===== config.mk =====
export PLATFORM = sky130hd
export DESIGN_NAME = taha_div3
export DESIGN_NICKNAME = d
export VERILOG_FILES = /design/src/design/triangle_area_and_heights_unit_defines.svh /design/src/design/taha_pkg.sv /design/src/design/taha_div3.sv
export SDC_FILE = /design/constraint.sdc
export NUM_CORES = 2
export LEC_CHECK = 0
export BUFFER_PORTS_ARGS = -buffer_cell sky130_fd_sc_hd__buf_2
export CAP_MARGIN = 20
export CORE_ASPECT_RATIO = 0.6
export CORE_MARGIN = 2
export CORE_UTILIZATION = 45
export DETAILED_ROUTE_END_ITERATION = 16
export PLACE_DENSITY_LB_ADDON = 0.25
export SKIP_LAST_GASP = 1
export SLEW_MARGIN = 20
export SYNTH_ARGS = -nofsm -noshare
export SYNTH_HDL_FRONTEND = slang
export SYNTH_SLANG_ARGS = --single-unit

===== constraint.sdc =====
create_clock -name clk -period 4.2 [get_ports clk]
set_input_delay 0.42 -clock clk [delete_from_list [all_inputs] [get_ports clk]]
set_output_delay 0.42 -clock clk [all_outputs]
set_load 0.1 [all_outputs]

===== src/design/triangle_area_and_heights_unit_defines.svh =====
// ----------------------------------------------------------------------------
// Triangle area unit assertion macros
// Shared concurrent-check macros, clocked on clk and disabled in reset.
// ----------------------------------------------------------------------------
`ifndef TRIANGLE_AREA_AND_HEIGHTS_UNIT_DEFINES_SVH
`define TRIANGLE_AREA_AND_HEIGHTS_UNIT_DEFINES_SVH

// same-cycle implication
`define TAHA_CHK_NOW(lbl, ante, cons, msg) \
  lbl: assert property (@(posedge clk) disable iff (!rst_n) (ante) |-> (cons)) \
    else $error(msg);

// next-cycle implication
`define TAHA_CHK_NEXT(lbl, ante, cons, msg) \
  lbl: assert property (@(posedge clk) disable iff (!rst_n) (ante) |=> (cons)) \
    else $error(msg);

`endif


===== src/design/taha_pkg.sv =====
// ----------------------------------------------------------------------------
// Triangle area unit package
// Widths, stage counts and pipeline payload types.
// ----------------------------------------------------------------------------
package taha_pkg;

  localparam int SIDE_W      = 16;
  localparam int SUM_W       = 18;
  localparam int DIFF_W      = 17;
  localparam int X_W         = SUM_W + DIFF_W;   // (a+b+c)(b+c-a)
  localparam int Y_W         = 2 * DIFF_W;       // (a+c-b)(a+b-c)
  localparam int Y_LO_W      = 17;
  localparam int RAD_W       = 66;
  localparam int ROOT_W      = 33;
  localparam int REM_W       = ROOT_W + 2;
  localparam int HGT_W       = 18;
  localparam int SQRT_STAGES = ROOT_W;
  localparam int DIV_STAGES  = HGT_W;

  typedef struct packed {
    logic              is_tri;
    logic [SIDE_W-1:0] a;
    logic [SIDE_W-1:0] b;
    logic [SIDE_W-1:0] c;
  } tri_tag_t;

  typedef struct packed {
    logic              is_tri;
    logic [ROOT_W-1:0] area;
    logic [SIDE_W-1:0] a;
    logic [SIDE_W-1:0] b;
    logic [SIDE_W-1:0] c;
  } div_tag_t;

  typedef struct packed {
    logic              is_tri;
    logic [ROOT_W-1:0] area;
    logic [HGT_W-1:0]  ha;
    logic [HGT_W-1:0]  hb;
    logic [HGT_W-1:0]  hc;
  } result_t;

endpackage


===== src/design/taha_div3.sv =====
// ----------------------------------------------------------------------------
// Pipelined height dividers
// Three restoring dividers, one quotient bit per stage, 18 stages.
// ----------------------------------------------------------------------------
module taha_div3 (
  input  logic                clk,
  input  logic                rst_n,
  input  logic                en,
  input  logic                in_vld,
  input  taha_pkg::div_tag_t  in_tag,
  output logic                out_vld,
  output taha_pkg::result_t   out_res
);
  import taha_pkg::*;

  // {quotient bit, next remainder}
  function automatic logic [SIDE_W:0] div_step(input logic [SIDE_W-1:0] rem,
                                               input logic nbit,
                                               input logic [SIDE_W-1:0] d);
    logic [SIDE_W:0] sh;
    logic [SIDE_W:0] dx;
    logic [SIDE_W:0] sub;
    sh  = {rem, nbit};
    dx  = {1'b0, d};
    sub = sh - dx;
    if (sh >= dx) begin
      div_step = {1'b1, sub[SIDE_W-1:0]};
    end else begin
      div_step = {1'b0, sh[SIDE_W-1:0]};
    end
  endfunction

  logic              vld_r [0:DIV_STAGES-1];
  div_tag_t          tag_r [0:DIV_STAGES-1];
  logic [SIDE_W-1:0] ra_r  [0:DIV_STAGES-1];
  logic [SIDE_W-1:0] rb_r  [0:DIV_STAGES-1];
  logic [SIDE_W-1:0] rc_r  [0:DIV_STAGES-1];
  logic [HGT_W-1:0]  qa_r  [0:DIV_STAGES-1];
  logic [HGT_W-1:0]  qb_r  [0:DIV_STAGES-1];
  logic [HGT_W-1:0]  qc_r  [0:DIV_STAGES-1];

  for (genvar j = 0; j < DIV_STAGES; j++) begin : g_stage
    localparam int BIT = DIV_STAGES - 1 - j;
    logic              vld_in;
    div_tag_t          tag_in;
    logic [SIDE_W-1:0] ra_in, rb_in, rc_in;
    logic [HGT_W-1:0]  qa_in, qb_in, qc_in;
    logic [ROOT_W:0]   num;
    logic [SIDE_W:0]   sa, sb, sc;

    if (j == 0) begin : g_first
      // numerator 2*area; its top bits seed the remainder
      assign vld_in = in_vld;
      assign tag_in = in_tag;
      assign ra_in  = in_tag.area[ROOT_W-1:ROOT_W-SIDE_W];
      assign rb_in  = in_tag.area[ROOT_W-1:ROOT_W-SIDE_W];
      assign rc_in  = in_tag.area[ROOT_W-1:ROOT_W-SIDE_W];
      assign qa_in  = '0;
      assign qb_in  = '0;
      assign qc_in  = '0;
    end else begin : g_next
      assign vld_in = vld_r[j-1];
      assign tag_in = tag_r[j-1];
      assign ra_in  = ra_r[j-1];
      assign rb_in  = rb_r[j-1];
      assign rc_in  = rc_r[j-1];
      assign qa_in  = qa_r[j-1];
      assign qb_in  = qb_r[j-1];
      assign qc_in  = qc_r[j-1];
    end

    always_comb begin
      num = {tag_in.area, 1'b0};
      sa  = div_step(ra_in, num[BIT], tag_in.a);
      sb  = div_step(rb_in, num[BIT], tag_in.b);
      sc  = div_step(rc_in, num[BIT], tag_in.c);
    end

    always_ff @(posedge clk) begin
      if (!rst_n) begin
        vld_r[j] <= 1'b0;
      end else if (en) begin
        vld_r[j] <= vld_in;
      end
    end

    always_ff @(posedge clk) begin
      if (en) begin
        tag_r[j] <= tag_in;
        ra_r[j]  <= sa[SIDE_W-1:0];
        rb_r[j]  <= sb[SIDE_W-1:0];
        rc_r[j]  <= sc[SIDE_W-1:0];
        qa_r[j]  <= {qa_in[HGT_W-2:0], sa[SIDE_W]};
        qb_r[j]  <= {qb_in[HGT_W-2:0], sb[SIDE_W]};
        qc_r[j]  <= {qc_in[HGT_W-2:0], sc[SIDE_W]};
      end
    end
  end

  assign out_vld        = vld_r[DIV_STAGES-1];
  assign out_res.is_tri = tag_r[DIV_STAGES-1].is_tri;
  assign out_res.area   = tag_r[DIV_STAGES-1].area;
  assign out_res.ha     = qa_r[DIV_STAGES-1];
  assign out_res.hb     = qb_r[DIV_STAGES-1];
  assign out_res.hc     = qc_r[DIV_STAGES-1];

endmodule


==> flow_summary.toml <==
[power]
power_leakage_nw = 58.18
p_clk_share_pct = 22.9
internal_power_mw = 71.37
powerDensity_nw_per_um2 = 725.8
ir_worst_vdd_mv = 0.3540
switching_power_mw = 36.56
p_sw_share_pct = 33.87
p_comb_share_pct = 38.3
p_seq_share_pct = 38.8

[finish]
final_common_cell = "edfxtp_1"
num_antenna_cells = 0
area.growth.synth_to_final_pct = 12.43
final_cell_mix = "edfxtp_1, inv_1, ha_1, a21oi_1, nor2_1"
layout-drive-gt1-share_pct = 12.13
instances_no_fill = 14500
fin_nets = 11390

[timing]
setup_tns_ps = 0
report.final.hold_viol_count = 0
setup_viol = 0
finClkSkew_ps = 49.13
worst_slew_pin_slew_ps = 1039
grt_setup_unrepaired = "no"
slew_headroom_pct = 30.72
fin_ws_ps = 215.3
finalCriticalPeriod_ps = 3985
slew_violations = 0
max_freq_ghz = 0.2510
post-route-period-util_pct = 94.87

[synthesis]
ys_ff_latch = 2775
synth.distinct_cells = 88
netlist_instances = 9832
ys_warn_count = 0
async_reset_ff_share_pct = 0
syn_avg_cell_area_sq_um = 13.45
synth_fp_nets = 10830
yosysSeqAreaShare_pct = 63.00
synth_flop_cell = "edfxtp_1"
synth.cell_area_sq_um = 132200
synth_enable_flop_cells = 2774

[cts]
htree_num_levels = 5
cts-buffers-inserted = 279
cts_tree = "done"
cts.clk_slew.worst_paths_ps = 60
clk_latency_ps = 890
postCtsSetupBuffers = 0
clock_path_buffers = 4
clock-sinks = 2775
cts-root-buf = "clkbuf_16"

[setup_path]
path_cells = "inv_1 -> ha_1 -> fa_1 -> nor2b_1 -> o21ai_0 -> a21boi_0 -> o31ai_1 -> a2111oi_0 -> buf_4 -> o211ai_1 -> a21boi_0 -> xor2_1 -> mux2_2"
reg2reg_slack_ps = 220
cp.required_ps = 4820
worstPathArrival_ps = 4600
critPathMaxStageDelay_ps = 550
worst_path_most_repeated_cell = "a21boi_0"
crit_start = "tag_r[3][60]$_DFFE_PP_"
cpLargestDelayFamily = "compound AO/OA/AOI/OAI gates"
cp-end-kind = "register"
worstSetupPathType = "reg2reg"
crit_fanout = 4
rr_startpoint = "tag_r[3][60]$_DFFE_PP_"
crit_buf_inv = 2
start_kind = "register"
slowest_stage = "a2111oi_0"

[placement]
place_inst = 13930
io_buffers = 174
gp_congestion = 0.9084
dp_slack_ps = 286.4
dp_hpwl_microns = 202800

[route]
vias = 77640
ant_nets = 0
wl_microns = 278600
drtIter0Drc = 7521
avgRoutedWirePerCell_microns = 19.21
viasPerCell = 5.353
drt-pass1-iter-count = 5
drcViolationCount = 0

[grt]
grt_max_degree = 139
grt_pass1_vias = 74790
grt_pass1_wl_microns = 435100
grt_usage_pct = 18.32
grt-ovfl-total = 0
antenna_found_initial = 9

[floorplanning]
initial_core_util_pct = 45.15
die-width_microns = 703.9
rows = 154
core_sq_um = 292900
num_io_pins = 175
die_area_sq_um = 298400
die_h_microns = 423.9

[worst_hold_path]
holdCritStartpoint = "in_tag[57]"
hp-class = "in2reg"

[job]
drv_cap = 0

[status]
status = "finished clean"
kinds of logic after synthesis:
logic type,count (synthesis),synth area share (%)
adders and majority gates,912,8.918
and+or+nand+nor,1837,6.687
muxes,542,4.567
buffers and inverters,1156,3.380
xor gates and xnor gates,597,3.954
AOI/OAI and AO/OA,2013,9.490
DFF,2775,63.00
synthesized netlist by cell type (31+ instances only):
| cell | n | area share [%] |
|---|---|---|
| a211oi_1 | 51 | 0.29 |
| a21o_1 | 176 | 1.0 |
| a21oi_1 | 704 | 2.7 |
| a31oi_1 | 61 | 0.29 |
| and3_1 | 47 | 0.22 |
| clkbuf_1 | 73 | 0.21 |
| edfxtp_1 | 2774 | 63 |
| fa_1 | 51 | 0.77 |
| ha_1 | 861 | 8.1 |
| inv_1 | 1038 | 2.9 |
| mux2_2 | 458 | 3.9 |
| mux2i_1 | 72 | 0.54 |
| nand2_1 | 385 | 1.1 |
| nand2b_1 | 134 | 0.63 |
| nand3_1 | 109 | 0.41 |
| nand4_1 | 103 | 0.49 |
| nor2_1 | 596 | 1.7 |
| nor2b_1 | 122 | 0.58 |
| nor3_1 | 135 | 0.51 |
| nor4_1 | 39 | 0.18 |
| o211ai_1 | 40 | 0.23 |
| o21a_1 | 128 | 0.73 |
| o21ai_0 | 443 | 1.7 |
| o21bai_1 | 49 | 0.28 |
| o31a_1 | 58 | 0.38 |
| o31ai_1 | 47 | 0.27 |
| or2_2 | 31 | 0.15 |
| or3_1 | 58 | 0.27 |
| xnor2_1 | 390 | 2.6 |
| xor2_1 | 207 | 1.4 |
final cells by class:
class	instances	area, sq um
sequential	2775	83320
clock inverter	162	1572
fill	24560	144200
timing repair buffer	396	3151
tap	3900	4880
multi-input combinational	5901	44540
inverter	1040	3904
clock buffer	330	7322
power by group through the flow:
stage / Clock [mW] / Sequential [mW] / Combinational (mW)
2_1_floorplan: 0 / 41.3 / 30.9
3_3_place_gp: 0 / 42.4 / 39.2
3_5_place_dp: 0 / 42.5 / 40.4
4_1_cts: 25.5 / 41.9 / 40.9
5_1_grt: 26.6 / 42.5 / 45.8
6_report: 24.7 / 41.9 / 41.4
registers in the layout (all words and copies together), names as in the netlist:
signal and count:
ra_r 272, tag_r 1428, qb_r 171, qa_r 171, rb_r 272, vld_r 18
qc_r 171, rc_r 272
what timing repair did:
item                                   4_1_cts  5_1_grt
endpoints found under the hold margin      105        0
hold buffers                                86        0
gates resized for setup                      0        0
worst register-to-register path: cells and delay by family (launching register included):
kind	cells	cell delay, ps
and+or+nand+nor	1	120
muxes	1	270
adders and majority gates	2	720
DFF	1	370
AOI/OAI and AO/OA	6	1710
buffers and inverters	2	430
xor gates and xnor gates	1	120
per-stage QoR:
stage | total power [mW] | cell area (sq um) | utilization (%) | hold WS, ps
floorplan | 72.19 | 132200 | - | 400.3
global placement | 81.65 | 138900 | 47.43 | 400.4
detailed placement | 82.85 | 138900 | 47.43 | 404.5
CTS | 108.3 | 148700 | 50.76 | 161.1
global route | 114.9 | 148700 | 50.77 | 207.5
finish | 107.9 | 148700 | 50.77 | 246.5
per-layer routing:
metal,global-route usage [%],wire length [microns],vias to the layer above,part of all wire (%)
met3,3.238,18050,368,6.5
met5,0,0,-,0
met1,30.27,147000,37560,53
met4,3.897,5243,0,1.9
li1,-,-,37600,-
met2,24.66,108300,2112,39
worst paths after layout:
kind / end / cells after the start
max: rb_r[4][14]$_DFFE_PP_ / 13
min: tag_r[0][57]$_DFFE_PP_ / 2
max reg2reg: rb_r[4][14]$_DFFE_PP_ / 13
min reg2reg: qb_r[12][4]$_DFFE_PP_ / 0
Note: power is estimated with default switching activity, not from simulation.
